**src/rtl/core/dcmt_pkg.sv**
```systemverilog
// Shared types, constants and widths of the detection cluster merge table.
package dcmt_pkg;

  localparam int unsigned TABLE_DEPTH_DEF = 16;
  localparam int unsigned COORD_BITS_DEF  = 12;

  localparam int unsigned SIZE_W  = 10;
  localparam int unsigned HITS_W  = 16;
  localparam int unsigned MIDX_W  = 4;
  localparam int unsigned OCNT_W  = 5;
  localparam int unsigned OUT_W   = 1 + MIDX_W + 1 + OCNT_W + OCNT_W;

  // Scaled size is (size << 8) / 7, at most 18 bits wide.
  localparam int unsigned SSZ_W       = SIZE_W + 8;
  // Reciprocal of 7 as ceil(2^21 / 7); exact for every 18-bit dividend.
  localparam int unsigned RECIP_SHIFT = 21;
  localparam int unsigned RECIP_W     = 19;
  localparam logic [RECIP_W-1:0] RECIP7 = RECIP_W'(299594);

  localparam logic [HITS_W-1:0] HITS_MAX = '1;

  typedef enum logic [1:0] {
    ST_IDLE,
    ST_SCAN,
    ST_DRAIN,
    ST_UPDATE
  } dcmt_state_e;

  typedef struct packed {
    logic start;       // latch the accepted item and clear the scan state
    logic scan_issue;  // read the next table entry
    logic finish;      // write back, update counts and load the result
  } dcmt_cmd_t;

  typedef struct packed {
    logic scan_done;   // every valid entry has been read
    logic pipe_busy;   // reads still in the compare pipeline
    logic out_free;    // result register can take a new result
  } dcmt_status_t;

endpackage

```
**src/rtl/core/dcmt_ram.sv**
```systemverilog
// Generic single-write, single-read RAM with registered read data.
module dcmt_ram #(
  parameter int unsigned WIDTH = 8,
  parameter int unsigned DEPTH = 16
) (
  input  logic                                   clk_i,
  input  logic                                   we_i,
  input  logic [((DEPTH > 1) ? $clog2(DEPTH) : 1)-1:0] waddr_i,
  input  logic [WIDTH-1:0]                       wdata_i,
  input  logic                                   re_i,
  input  logic [((DEPTH > 1) ? $clog2(DEPTH) : 1)-1:0] raddr_i,
  output logic [WIDTH-1:0]                       rdata_o
);

  logic [WIDTH-1:0] mem_q [DEPTH];
  logic [WIDTH-1:0] rdata_q;

  always_ff @(posedge clk_i) begin
    if (we_i) begin
      mem_q[waddr_i] <= wdata_i;
    end
    if (re_i) begin
      rdata_q <= mem_q[raddr_i];
    end
  end

  assign rdata_o = rdata_q;

endmodule

```
**src/rtl/core/dcmt_ctrl.sv**
```systemverilog
// Sequencing state machine: accept, scan, drain, write back.
module dcmt_ctrl
  import dcmt_pkg::*;
(
  input  logic         clk_i,
  input  logic         rst_ni,
  input  logic         in_valid_i,
  output logic         in_ready_o,
  input  dcmt_status_t status_i,
  output dcmt_cmd_t    cmd_o
);

  dcmt_state_e state_q, state_d;

  always_ff @(posedge clk_i or negedge rst_ni) begin
    if (!rst_ni) begin
      state_q <= ST_IDLE;
    end else begin
      state_q <= state_d;
    end
  end

  always_comb begin
    state_d          = state_q;
    in_ready_o       = 1'b0;
    cmd_o.start      = 1'b0;
    cmd_o.scan_issue = 1'b0;
    cmd_o.finish     = 1'b0;
    case (state_q)
      ST_IDLE: begin
        in_ready_o = 1'b1;
        if (in_valid_i) begin
          cmd_o.start = 1'b1;
          state_d     = ST_SCAN;
        end
      end
      ST_SCAN: begin
        if (status_i.scan_done) begin
          state_d = ST_DRAIN;
        end else begin
          cmd_o.scan_issue = 1'b1;
        end
      end
      ST_DRAIN: begin
        if (!status_i.pipe_busy) begin
          state_d = ST_UPDATE;
        end
      end
      ST_UPDATE: begin
        // The result register must be free before the table is touched.
        if (status_i.out_free) begin
          cmd_o.finish = 1'b1;
          state_d      = ST_IDLE;
        end
      end
      default: begin
        state_d = ST_IDLE;
      end
    endcase
  end

endmodule

```
**src/rtl/core/dcmt_dpath.sv**
```systemverilog
// Table datapath: entry RAM, compare pipeline, merge arithmetic and result register.
module dcmt_dpath
  import dcmt_pkg::*;
#(
  parameter int unsigned TABLE_DEPTH = TABLE_DEPTH_DEF,
  parameter int unsigned COORD_BITS  = COORD_BITS_DEF
) (
  input  logic                  clk_i,
  input  logic                  rst_ni,
  input  dcmt_cmd_t             cmd_i,
  output dcmt_status_t          status_o,
  input  logic [COORD_BITS-1:0] x_coord_i,
  input  logic [COORD_BITS-1:0] y_coord_i,
  input  logic [SIZE_W-1:0]     pattern_size_i,
  input  logic [HITS_W-1:0]     initial_hits_i,
  input  logic                  cfg_we_i,
  input  logic [HITS_W-1:0]     cfg_min_hits_i,
  output logic                  out_valid_o,
  input  logic                  out_ready_i,
  output logic                  merged_o,
  output logic [MIDX_W-1:0]     merged_index_o,
  output logic                  dropped_o,
  output logic [OCNT_W-1:0]     entry_count_o,
  output logic [OCNT_W-1:0]     confident_count_o
);

  localparam int unsigned IDX_W = (TABLE_DEPTH > 1) ? $clog2(TABLE_DEPTH) : 1;
  localparam int unsigned CNT_W = $clog2(TABLE_DEPTH + 1);
  localparam int unsigned ENT_W = 2 * COORD_BITS + SIZE_W + HITS_W;
  localparam int unsigned DSH_W = COORD_BITS + 8;
  localparam int unsigned CMP_W = (DSH_W > SSZ_W) ? DSH_W : SSZ_W;
  localparam int unsigned PRD_W = RECIP_SHIFT + SSZ_W;

  function automatic logic [SSZ_W-1:0] scale_size(input logic [SIZE_W-1:0] s);
    logic [PRD_W-1:0] prod;
    prod = PRD_W'({s, 8'b0}) * PRD_W'(RECIP7);
    return prod[RECIP_SHIFT +: SSZ_W];
  endfunction

  // Configuration and table occupancy.
  logic [HITS_W-1:0] min_hits_q;
  logic [CNT_W-1:0]  count_q;

  // Latched item.
  logic [COORD_BITS-1:0] in_x_q, in_y_q;
  logic [SIZE_W-1:0]     in_size_q;
  logic [HITS_W-1:0]     in_hits_q;
  logic [SSZ_W-1:0]      in_ssz_q;

  // Scan address and compare pipeline.
  logic [CNT_W-1:0]      rd_idx_q;
  logic                  p1_v_q;
  logic [IDX_W-1:0]      p1_idx_q;
  logic [ENT_W-1:0]      rdata;
  logic                  p2_v_q;
  logic [IDX_W-1:0]      p2_idx_q;
  logic [COORD_BITS-1:0] p2_x_q, p2_y_q;
  logic [SIZE_W-1:0]     p2_size_q;
  logic [HITS_W-1:0]     p2_hits_q;
  logic [SSZ_W-1:0]      p2_ssz_q;

  // First match and running confident count.
  logic                  m_found_q;
  logic [IDX_W-1:0]      m_idx_q;
  logic [COORD_BITS-1:0] m_x_q, m_y_q;
  logic [SIZE_W-1:0]     m_size_q;
  logic [HITS_W-1:0]     m_hits_q;
  logic [CNT_W-1:0]      conf_q;

  // Result register.
  logic                  out_valid_q;
  logic                  out_merged_q, out_dropped_q;
  logic [MIDX_W-1:0]     out_midx_q;
  logic [OCNT_W-1:0]     out_cnt_q, out_conf_q;

  // Compare stage.
  logic [COORD_BITS-1:0] dx, dy;
  logic [SSZ_W-1:0]      dsz;
  logic                  hit, take;

  // Write-back.
  logic                  append, we;
  logic [IDX_W-1:0]      waddr;
  logic [ENT_W-1:0]      wdata;
  logic [COORD_BITS:0]   sum_x, sum_y;
  logic [SIZE_W:0]       sum_size;
  logic [HITS_W-1:0]     new_hits;
  logic                  conf_inc;
  logic [CNT_W-1:0]      conf_next, count_next;

  dcmt_ram #(
    .WIDTH (ENT_W),
    .DEPTH (TABLE_DEPTH)
  ) u_ram (
    .clk_i   (clk_i),
    .we_i    (we),
    .waddr_i (waddr),
    .wdata_i (wdata),
    .re_i    (cmd_i.scan_issue),
    .raddr_i (rd_idx_q[IDX_W-1:0]),
    .rdata_o (rdata)
  );

  assign status_o.scan_done = (rd_idx_q == count_q);
  assign status_o.pipe_busy = p1_v_q | p2_v_q;
  assign status_o.out_free  = !out_valid_q | out_ready_i;

  // Entry layout in the RAM, lowest bits first: x, y, size, hits.
  always_comb begin
    dx  = (in_x_q > p2_x_q) ? in_x_q - p2_x_q : p2_x_q - in_x_q;
    dy  = (in_y_q > p2_y_q) ? in_y_q - p2_y_q : p2_y_q - in_y_q;
    dsz = (in_ssz_q > p2_ssz_q) ? in_ssz_q - p2_ssz_q : p2_ssz_q - in_ssz_q;
    hit = (CMP_W'({dx, 8'b0}) < CMP_W'(p2_ssz_q)) &&
          (CMP_W'({dy, 8'b0}) < CMP_W'(p2_ssz_q)) &&
          (dsz < (p2_ssz_q >> 2));
    take = p2_v_q && hit && !m_found_q;
  end

  always_comb begin
    append   = !m_found_q && (count_q < CNT_W'(TABLE_DEPTH));
    we       = cmd_i.finish && (m_found_q || append);
    waddr    = m_found_q ? m_idx_q : count_q[IDX_W-1:0];
    sum_x    = {1'b0, m_x_q} + {1'b0, in_x_q};
    sum_y    = {1'b0, m_y_q} + {1'b0, in_y_q};
    sum_size = {1'b0, m_size_q} + {1'b0, in_size_q};
    new_hits = (m_hits_q == HITS_MAX) ? m_hits_q : m_hits_q + 1'b1;
    if (m_found_q) begin
      wdata    = {new_hits, sum_size[SIZE_W:1], sum_y[COORD_BITS:1], sum_x[COORD_BITS:1]};
      // Only the merged entry changes; it may cross the threshold now.
      conf_inc = (m_hits_q <= min_hits_q) && (new_hits > min_hits_q);
    end else begin
      wdata    = {in_hits_q, in_size_q, in_y_q, in_x_q};
      conf_inc = append && (in_hits_q > min_hits_q);
    end
    conf_next  = conf_q + CNT_W'(conf_inc);
    count_next = count_q + CNT_W'(append);
  end

  always_ff @(posedge clk_i or negedge rst_ni) begin
    if (!rst_ni) begin
      min_hits_q  <= '0;
      count_q     <= '0;
      rd_idx_q    <= '0;
      p1_v_q      <= 1'b0;
      p2_v_q      <= 1'b0;
      m_found_q   <= 1'b0;
      conf_q      <= '0;
      out_valid_q <= 1'b0;
    end else begin
      if (cfg_we_i) begin
        min_hits_q <= cfg_min_hits_i;
      end
      p1_v_q <= cmd_i.scan_issue;
      p2_v_q <= p1_v_q;
      if (cmd_i.start) begin
        rd_idx_q  <= '0;
        m_found_q <= 1'b0;
        conf_q    <= '0;
      end else begin
        if (cmd_i.scan_issue) begin
          rd_idx_q <= rd_idx_q + 1'b1;
        end
        if (take) begin
          m_found_q <= 1'b1;
        end
        if (p2_v_q && (p2_hits_q > min_hits_q)) begin
          conf_q <= conf_q + 1'b1;
        end
      end
      if (cmd_i.finish) begin
        count_q     <= count_next;
        out_valid_q <= 1'b1;
      end else if (out_ready_i) begin
        out_valid_q <= 1'b0;
      end
    end
  end

  always_ff @(posedge clk_i) begin
    if (cmd_i.start) begin
      in_x_q    <= x_coord_i;
      in_y_q    <= y_coord_i;
      in_size_q <= pattern_size_i;
      in_hits_q <= initial_hits_i;
      in_ssz_q  <= scale_size(pattern_size_i);
    end
    p1_idx_q  <= rd_idx_q[IDX_W-1:0];
    p2_idx_q  <= p1_idx_q;
    p2_x_q    <= rdata[COORD_BITS-1:0];
    p2_y_q    <= rdata[2*COORD_BITS-1:COORD_BITS];
    p2_size_q <= rdata[2*COORD_BITS+SIZE_W-1:2*COORD_BITS];
    p2_hits_q <= rdata[ENT_W-1:2*COORD_BITS+SIZE_W];
    p2_ssz_q  <= scale_size(rdata[2*COORD_BITS+SIZE_W-1:2*COORD_BITS]);
    if (take) begin
      m_idx_q  <= p2_idx_q;
      m_x_q    <= p2_x_q;
      m_y_q    <= p2_y_q;
      m_size_q <= p2_size_q;
      m_hits_q <= p2_hits_q;
    end
    if (cmd_i.finish) begin
      out_merged_q  <= m_found_q;
      out_midx_q    <= m_found_q ? MIDX_W'(m_idx_q) : '0;
      out_dropped_q <= !m_found_q && !append;
      out_cnt_q     <= OCNT_W'(count_next);
      out_conf_q    <= OCNT_W'(conf_next);
    end
  end

  assign out_valid_o       = out_valid_q;
  assign merged_o          = out_merged_q;
  assign merged_index_o    = out_midx_q;
  assign dropped_o         = out_dropped_q;
  assign entry_count_o     = out_cnt_q;
  assign confident_count_o = out_conf_q;

  a_count_bound: assert property (@(posedge clk_i) disable iff (!rst_ni)
    count_q <= CNT_W'(TABLE_DEPTH))
    else $error("entry count beyond table depth");

  a_conf_bound: assert property (@(posedge clk_i) disable iff (!rst_ni)
    conf_q <= count_q)
    else $error("confident count above entry count");

  a_read_in_range: assert property (@(posedge clk_i) disable iff (!rst_ni)
    cmd_i.scan_issue |-> (rd_idx_q < count_q))
    else $error("read beyond the valid entries");

  a_finish_drained: assert property (@(posedge clk_i) disable iff (!rst_ni)
    cmd_i.finish |-> !(p1_v_q || p2_v_q))
    else $error("write-back while compares still in flight");

  a_merge_keeps_count: assert property (@(posedge clk_i) disable iff (!rst_ni)
    (cmd_i.finish && m_found_q) |=> $stable(count_q))
    else $error("merge changed the entry count");

endmodule

```
**src/rtl/core/detection_cluster_merge_table_unit.sv**
```systemverilog
// Top level of the detection cluster merge table: stream ports, controller and datapath.
//
//  channel  | direction | handshake                      | contents
//  s_axis   | in        | s_axis_tvalid / s_axis_tready  | detected pattern
//  m_axis   | out       | m_axis_tvalid / m_axis_tready  | merge result
//  cfg      | in        | cfg_valid_i / cfg_ready_o      | min_hits threshold
//
// Each item is processed in turn: one read of the entry RAM per stored entry, two compare
// stages, and one write-back to the table.
// A result waits in an output register; the next item is accepted meanwhile, and its
// write-back stalls only while that earlier result has not been taken.
// Reset empties the table and clears the threshold; no clearing pass is needed.
// Configuration is taken in any cycle.
module detection_cluster_merge_table_unit
  import dcmt_pkg::*;
#(
  parameter int unsigned TABLE_DEPTH = TABLE_DEPTH_DEF,
  parameter int unsigned COORD_BITS  = COORD_BITS_DEF
) (
  input  logic              clk_i,
  input  logic              rst_ni,
  input  logic              s_axis_tvalid,
  output logic              s_axis_tready,
  // x_coord, y_coord, pattern_size, initial_hits, then zero padding
  input  logic [((2*COORD_BITS+SIZE_W+HITS_W+7)/8)*8-1:0] s_axis_tdata,
  output logic              m_axis_tvalid,
  input  logic              m_axis_tready,
  // merged, merged_index, dropped, entry_count, confident_count
  output logic [OUT_W-1:0]  m_axis_tdata,
  input  logic              cfg_valid_i,
  output logic              cfg_ready_o,
  input  logic [HITS_W-1:0] cfg_wdata_i
);

  localparam int unsigned Y_LO = COORD_BITS;
  localparam int unsigned S_LO = 2 * COORD_BITS;
  localparam int unsigned H_LO = 2 * COORD_BITS + SIZE_W;

  dcmt_cmd_t         cmd;
  dcmt_status_t      status;
  logic              merged;
  logic [MIDX_W-1:0] merged_index;
  logic              dropped;
  logic [OCNT_W-1:0] entry_count;
  logic [OCNT_W-1:0] confident_count;

  assign cfg_ready_o = 1'b1;

  dcmt_ctrl u_ctrl (
    .clk_i      (clk_i),
    .rst_ni     (rst_ni),
    .in_valid_i (s_axis_tvalid),
    .in_ready_o (s_axis_tready),
    .status_i   (status),
    .cmd_o      (cmd)
  );

  dcmt_dpath #(
    .TABLE_DEPTH (TABLE_DEPTH),
    .COORD_BITS  (COORD_BITS)
  ) u_dpath (
    .clk_i             (clk_i),
    .rst_ni            (rst_ni),
    .cmd_i             (cmd),
    .status_o          (status),
    .x_coord_i         (s_axis_tdata[COORD_BITS-1:0]),
    .y_coord_i         (s_axis_tdata[Y_LO +: COORD_BITS]),
    .pattern_size_i    (s_axis_tdata[S_LO +: SIZE_W]),
    .initial_hits_i    (s_axis_tdata[H_LO +: HITS_W]),
    .cfg_we_i          (cfg_valid_i),
    .cfg_min_hits_i    (cfg_wdata_i),
    .out_valid_o       (m_axis_tvalid),
    .out_ready_i       (m_axis_tready),
    .merged_o          (merged),
    .merged_index_o    (merged_index),
    .dropped_o         (dropped),
    .entry_count_o     (entry_count),
    .confident_count_o (confident_count)
  );

  assign m_axis_tdata = {confident_count, entry_count, dropped, merged_index, merged};

endmodule

```
**config.mk**
```make
export PLATFORM = sky130hd
export DESIGN_NAME = detection_cluster_merge_table_unit
export DESIGN_NICKNAME = d
export VERILOG_FILES = /design/src/rtl/core/dcmt_pkg.sv /design/src/rtl/core/dcmt_ram.sv /design/src/rtl/core/dcmt_ctrl.sv /design/src/rtl/core/dcmt_dpath.sv /design/src/rtl/core/detection_cluster_merge_table_unit.sv
export SDC_FILE = /design/constraint.sdc
export NUM_CORES = 2
export LEC_CHECK = 0
export ABC_AREA = 1
export ABC_CLOCK_PERIOD_IN_PS = 7400
export BUFFER_PORTS_ARGS = -buffer_cell sky130_fd_sc_hd__clkbuf_2
export CAP_MARGIN = 20
export CORE_ASPECT_RATIO = 0.8
export CORE_MARGIN = 8
export CORE_UTILIZATION = 55
export CTS_CLUSTER_SIZE = 8
export DETAILED_ROUTE_END_ITERATION = 6
export HOLD_SLACK_MARGIN = 0.1
export PLACE_DENSITY_LB_ADDON = 0.2
export SKIP_CTS_REPAIR_TIMING = 1
export SLEW_MARGIN = 20
export SYNTH_ARGS = -nofsm -noshare
export SYNTH_HDL_FRONTEND = slang
export SYNTH_SLANG_ARGS = --single-unit
```
**constraint.sdc**
```tcl
create_clock -name clk_i -period 7.4 [get_ports clk_i]
set_input_delay 1.48 -clock clk_i [delete_from_list [all_inputs] [get_ports clk_i]]
set_output_delay 1.48 -clock clk_i [all_outputs]
set_load 0.05 [all_outputs]
```
Word level (Yosys, flattened, before mapping)

Memories as Yosys holds them, arrays and structs flattened. A register that Yosys moved wholly into a read port is not among the register bits.
Index checks and enable logic that the tools add are counted.

Register bits after elaboration: 247
Output and inout bits: 19
Input bits: 77
RAM bits: 800
Memories: 1

Memories:

| name                | words | width | rd ports | clocked after Yosys merged registers in | write ports | RTL line       | text |
|---|---|---|---|---|---|---|---|
| u_dpath.u_ram.mem_q | 16    | 50    | 1        | 1                                       | 1           | dcmt_ram.sv:15 | `logic [WIDTH-1:0] mem_q [DEPTH];` |

Equality and inequality tests: 9
Reductions and logical operators: 20
Add/sub/neg operators: 14
Bitwise logic cells: 2
Magnitude comparators: 11
Multipliers: 2
Mux-type cells: 29

Operators with widths:

| cell                     | count |
|---|---|
| $gt A16 B16 Y1           | 4 |
| $mul A10 B18 Y28 const B | 2 |
| $mux W50                 | 1 |
| $sub A12 B12 Y12         | 4 |
| $lt A20 B16 Y1           | 2 |
| $sub A16 B16 Y17         | 2 |
| $add A12 B12 Y13         | 2 |
| $gt A12 B12 Y1           | 2 |
| $mux W12                 | 2 |
| $mux W5                  | 4 |
| $lt A18 B14 Y1           | 1 |
| $mux W18                 | 1 |
| $add A16 B1 Y16 const B  | 1 |
| $eq A16 B16 Y1 const B   | 1 |
| $le A16 B16 Y1           | 1 |
| $mux W16                 | 1 |
| $mux W1                  | 14 |
| $add A10 B10 Y11         | 1 |
| $add A5 B1 Y5            | 2 |
| $add A5 B1 Y5 const B    | 2 |
| $logic_and A1 B1 Y1      | 10 |
| $mux W2                  | 4 |
| $ne A2 B2 Y1 const B     | 4 |
| $pmux W2 S4              | 1 |
| other kinds (11)         | 18 |

Longest topological paths before layout

Word-level depth: 9
Mapped depth: 33
Depth with buffers taken out: 32

By module

A second synthesis with hierarchy kept.

Cells, all modules: 5914
Area, all modules: 56708.1 µm²

By module, submodules not included:

| module                             | times used | seq. area each (µm²) | cells an instance | area an instance (µm²) |
|---|---|---|---|---|
| dcmt_ram                           | 1          | 25524.5              | 3296              | 35959.5 |
| dcmt_dpath                         | 1          | 6441.2               | 2583              | 20494.7 |
| dcmt_ctrl                          | 1          | 50.0                 | 31                | 227.7 |
| detection_cluster_merge_table_unit | 1          | 0.0                  | 4                 | 26.3 |

Worst setup path after synthesis

OpenSTA, ideal clock, no wires.

Path type: flip-flop to flip-flop
Start point: register u_dpath.in_x_q[0]
End point: register u_dpath.m_hits_q[0] (enable)
Cell stages (with the launch flop): 26
Data arrival time: 5.353 ns
Library setup time: 0.466 ns
Path slack: 1.582 ns
Cell sequence: edfxtp_1 inv_1 ha_1 inv_1 fa_1 nand3_1 nand3_1 nand3_1 nand3_2 nand2_2 buf_6 mux2i_1 xor2_1 inv_1 ha_1 nand2_1 nor2_1 a21oi_1 nand2_1 nor2_1 nand2_1 nor2_1 nand2_1 nor2_1 nand4_1 nor2_1

Word-level cells in the longest chain between the ends: 7

RTL lines:

| element                                            | RTL line          | text |
|---|---|---|
| from (decl)                                        | dcmt_dpath.sv:45  | `logic [COORD_BITS-1:0] in_x_q, in_y_q;` |
| from (signal assigned)                             | dcmt_dpath.sv:181 | `in_x_q <= x_coord_i;` |
| $sub A12 B12 Y12 or $gt A12 B12 Y1 (tied branches) | dcmt_dpath.sv:110 | `dx = (in_x_q > p2_x_q) ? in_x_q - p2_x_q : p2_x_q - in_x_q;` |
| $mux W12 (*)                                       | dcmt_dpath.sv:110 |  |
| $lt A20 B16 Y1 (*)                                 | dcmt_dpath.sv:113 | `hit = (CMP_W'({dx, 8'b0}) < CMP_W'(p2_ssz_q)) &&` |
| $logic_and A1 B1 Y1 (*)                            | dcmt_dpath.sv:113 |  |
| $logic_and A1 B1 Y1 (*)                            | dcmt_dpath.sv:114 | `(CMP_W'({dy, 8'b0}) < CMP_W'(p2_ssz_q)) &&` |
| $logic_and A1 B1 Y1 (*) (2 in series)              | dcmt_dpath.sv:116 | `take = p2_v_q && hit && !m_found_q;` |
| net u_dpath.take                                   | dcmt_dpath.sv:79  | `logic hit, take;` |
| to (signal assigned)                               | dcmt_dpath.sv:199 | `m_hits_q <= p2_hits_q;` |
| to (decl)                                          | dcmt_dpath.sv:67  | `logic [HITS_W-1:0] m_hits_q;` |

Mark *: on every way through the listed nets, which the timed path passes. The rest lies on a longest branch.
A chain may end at the register's enable or synchronous reset.

Final worst setup path

Start point: register u_dpath.p2_ssz_q[11]
End point: register u_dpath.m_hits_q[13] (enable)

Word-level cells in the longest chain between the ends: 6

RTL lines:

| element                                            | RTL line          | text |
|---|---|---|
| from (decl)                                        | dcmt_dpath.sv:60  | `logic [SSZ_W-1:0] p2_ssz_q;` |
| from (signal assigned)                             | dcmt_dpath.sv:193 | `p2_ssz_q <= scale_size(rdata[2*COORD_BITS+SIZE_W-1:2*COORD_BITS]);` |
| $sub A16 B16 Y17 or $gt A16 B16 Y1 (tied branches) | dcmt_dpath.sv:112 | `dsz = (in_ssz_q > p2_ssz_q) ? in_ssz_q - p2_ssz_q : p2_ssz_q - in_ssz_q;` |
| $mux W18                                           | dcmt_dpath.sv:112 |  |
| $lt A18 B14 Y1                                     | dcmt_dpath.sv:115 | `(dsz < (p2_ssz_q >> 2));` |
| $logic_and A1 B1 Y1 (*)                            | dcmt_dpath.sv:114 |  |
| $logic_and A1 B1 Y1 (*) (2 in series)              | dcmt_dpath.sv:116 |  |
| net u_dpath.take                                   | dcmt_dpath.sv:79  |  |

Marks and branches as above.

==> results.json <==
{
  "outcome": "complete, no violations",
  "power_uw": 26600,
  "power_density_mw_per_mm2": 446,
  "synth_top_area_share_pct": 55.6,
  "n_fill_cell": 7618,
  "ys_ff_latch": 1097,
  "p_leak_uw": 0.0237,
  "startpoint_type": "register",
  "grt_pass1_vias": 34500,
  "cts_htree_levels": 4,
  "hold_violations": 0,
  "initial_core_util_pct": 55.2,
  "startpoint": "u_dpath.p2_ssz_q[11]",
  "vias": 36000,
  "crit_required_ps": 7810,
  "layout_setup_ws_ps": 1980,
  "synth.avg_cell_area_sq_um": 11.1,
  "whs_endpoint": "u_dpath.p2_x_q[3]",
  "r2r-end": "u_dpath.m_hits_q[13]",
  "ant_nets": 0,
  "cap_violations": 0,
  "die_w_um": 364,
  "r2r-start": "u_dpath.p2_ssz_q[11]",
  "pre_cts_slack_ps": 1980,
  "num_antenna_cells": 0,
  "grt_pass1_wl_um": 199000,
  "overflow": 0,
  "insertion_delay_ps": 740,
  "regArea_sq_mm": 0.0320,
  "drt_iter0_drc": 3166,
  "fin_crit_ps": 5420,
  "skew_ps": 22.0,
  "dieArea_sq_mm": 0.107,
  "track_usage_pct": 23.8,
  "finalWeightedCongestion": 0.902,
  "final_util_pct": 61.9,
  "drive_above_1_share_pct": 8.30,
  "rsz0062_at_grt": "false",
  "multi_input_comb_area_sq_mm": 0.0188,
  "ff2ff_path_depth": 28,
  "end_kind": "register",
  "cts_tree": "done",
  "grt_max_degree": 219,
  "fmax_mhz": 185,
  "ioPinCount": 96,
  "rows": 102,
  "routedWlPerCell_um": 20.5,
  "path_max_fanout": 27,
  "drv_slew": 0,
  "setup_violations": 0,
  "core_sq_mm": 0.0964,
  "cpMostUsedCell": "nand2_1",
  "yosysSeqAreaShare_pct": 60.1,
  "fin_crit_sh_pct": 73.2,
  "tightest_slew_ps": 1150,
  "finalSetupTns_ps": 0,
  "synth_area_sq_mm": 0.0532,
  "fin_cells": 6300,
  "numCtsBuffers": 155,
  "crit_path_max_incr_delay_ps": 800,
  "syn_inst": 4797,
  "syn_nets": 5258,
  "wl_um": 129000,
  "synth_edf_count": 986,
  "vias_per_cell": 5.72,
  "area_delta_synth_final_pct": 12.1,
  "async_flop_share_pct": 3.37,
  "yosys-top-cells-count": "986 x edfxtp_1, 751 x nand2_1, 605 x nor2_1",
  "slew_headroom_pct": 22.9,
  "ff2ff_setup_slack_ps": 1980,
  "synth.distinct_cells": 60,
  "yosys-top-cells-area": "edfxtp_1 56%, ha_1 8.2%, nand2_1 5.3%",
  "hp-class": "register to register",
  "synth_ff_type": "edfxtp_1",
  "firstDrtPassIters": 7,
  "cts.sinks": 1097,
  "slowest_stage": "nor2_4",
  "yosysMostFrequentCell": "edfxtp_1",
  "hold_path_startpoint": "u_dpath.u_ram.rdata_o[3]",
  "clk_pin_slew_ps": 60,
  "die_y_um": 294,
  "worstSetupPathType": "register to register",
  "arrival_ps": 5830,
  "vdd_ir_drop_max_v": 0.000555,
  "clock_path_buffers": 3,
  "drc_errors": 0,
  "clockRootBuffer": "clkbuf_16",
  "portBuffers": 88,
  "hpwl_um": 79600,
  "antenna_found_initial": 2,
  "synth_area_leader_cell": "edfxtp_1",
  "worstHoldPathCells": 0,
  "nets": 5387,
  "yosys_warnings": 0,
  "placed_cells": 6069
}
## cells in the final DEF (no fill, tap or decap), drive strengths merged, types with 22 or more instances in the layout
cell type,n
fa,35
a21oi,176
edfxtp,986
nand3,219
ha,349
clkbuf,310
xnor2,28
nand2,764
mux2i,90
o221ai,83
o211ai,22
dfxtp,74
nand4,38
xor2,62
dfrtp,37
o21ai,324
inv,490
nor2,618
buf,71
o32ai,118
## through the flow
stage,cell area (sq um),hold slack (ps)
after floorplan,53200,310
after global placement,55300,311
after detailed placement,55300,312
after CTS,59700,320
after global routing,59700,329
final,59700,320
## how the worst max path moves through the flow
stage	endpoint	slack [ps]	cells past startpoint
after floorplan	u_dpath.m_hits_q[0]	1580	25
after CTS	u_dpath.m_hits_q[9]	2000	28
after detailed placement	u_dpath.in_ssz_q[5]	1980	17
after global routing	u_dpath.m_hits_q[9]	1560	28
after global placement	u_dpath.in_ssz_q[5]	1990	19
final	u_dpath.m_hits_q[13]	1980	28
## layout make-up
type                       instances  share of cell area [%]
sequential                      1097                    53.7
multi-input combinational       3027                    31.4
clock buffer                     223                    7.09
inverter                         487                    3.08
tap                             1300                    2.73
timing repair buffer             158                    1.82
clock inverter                     8                   0.197
## state kept, by name (all words and copies together), names as in the netlist, 10 cells and up
| register | count |
|---|---|
| u_dpath.in_y_q | 12 |
| u_dpath.p2_x_q | 12 |
| u_dpath.in_x_q | 12 |
| u_dpath.in_ssz_q | 16 |
| u_dpath.u_ram.rdata_o | 50 |
| u_dpath.m_hits_q | 16 |
| u_dpath.p2_size_q | 10 |
| u_dpath.in_hits_q | 16 |
| u_dpath.min_hits_q | 16 |
| u_dpath.m_y_q | 12 |
| u_dpath.m_size_q | 10 |
| u_dpath.p2_ssz_q | 16 |
| u_dpath.p2_hits_q | 16 |
| u_dpath.p2_y_q | 12 |
| u_dpath.in_size_q | 10 |
| u_dpath.u_ram.mem_q | 800 |
| u_dpath.m_x_q | 12 |
## critical path: cells and delay by family, from the launching register on
kind                       cells  cell delay [ps]
and+or+nand+nor               19             2880
buffers and inverters          6              890
xor gates and xnor gates       1              220
DFF                            1              330
adders and majority gates      2              710
## power by group
part / switching, uW / total, uW / internal (uW)
combinational: 7600 / 11500 / 3940
clock: 2490 / 6420 / 3930
sequential: 589 / 8640 / 8050
## cells by family (layout without fill, tap and decap cells)
family	after synthesis	in the layout	synth area share, %
simple gates	1673	1673	12.9
flops	1097	1097	60.1
compound gates	787	787	9.28
buf+inv	673	876	4.94
fa+ha+maj	384	384	9.52
mux	92	92	1.73
xor+xnor	90	90	1.48
other cells	1	1	0.00704
## metal layers
layer	vias to the layer above	wire length, um	GRT usage [%]
met4	0	3280	7.56
li1	17200	-	-
met3	213	8510	3.57
met2	1203	58900	37.4
met1	17400	58200	34.3
met5	-	0	0
(Power assumes the default switching activity.)
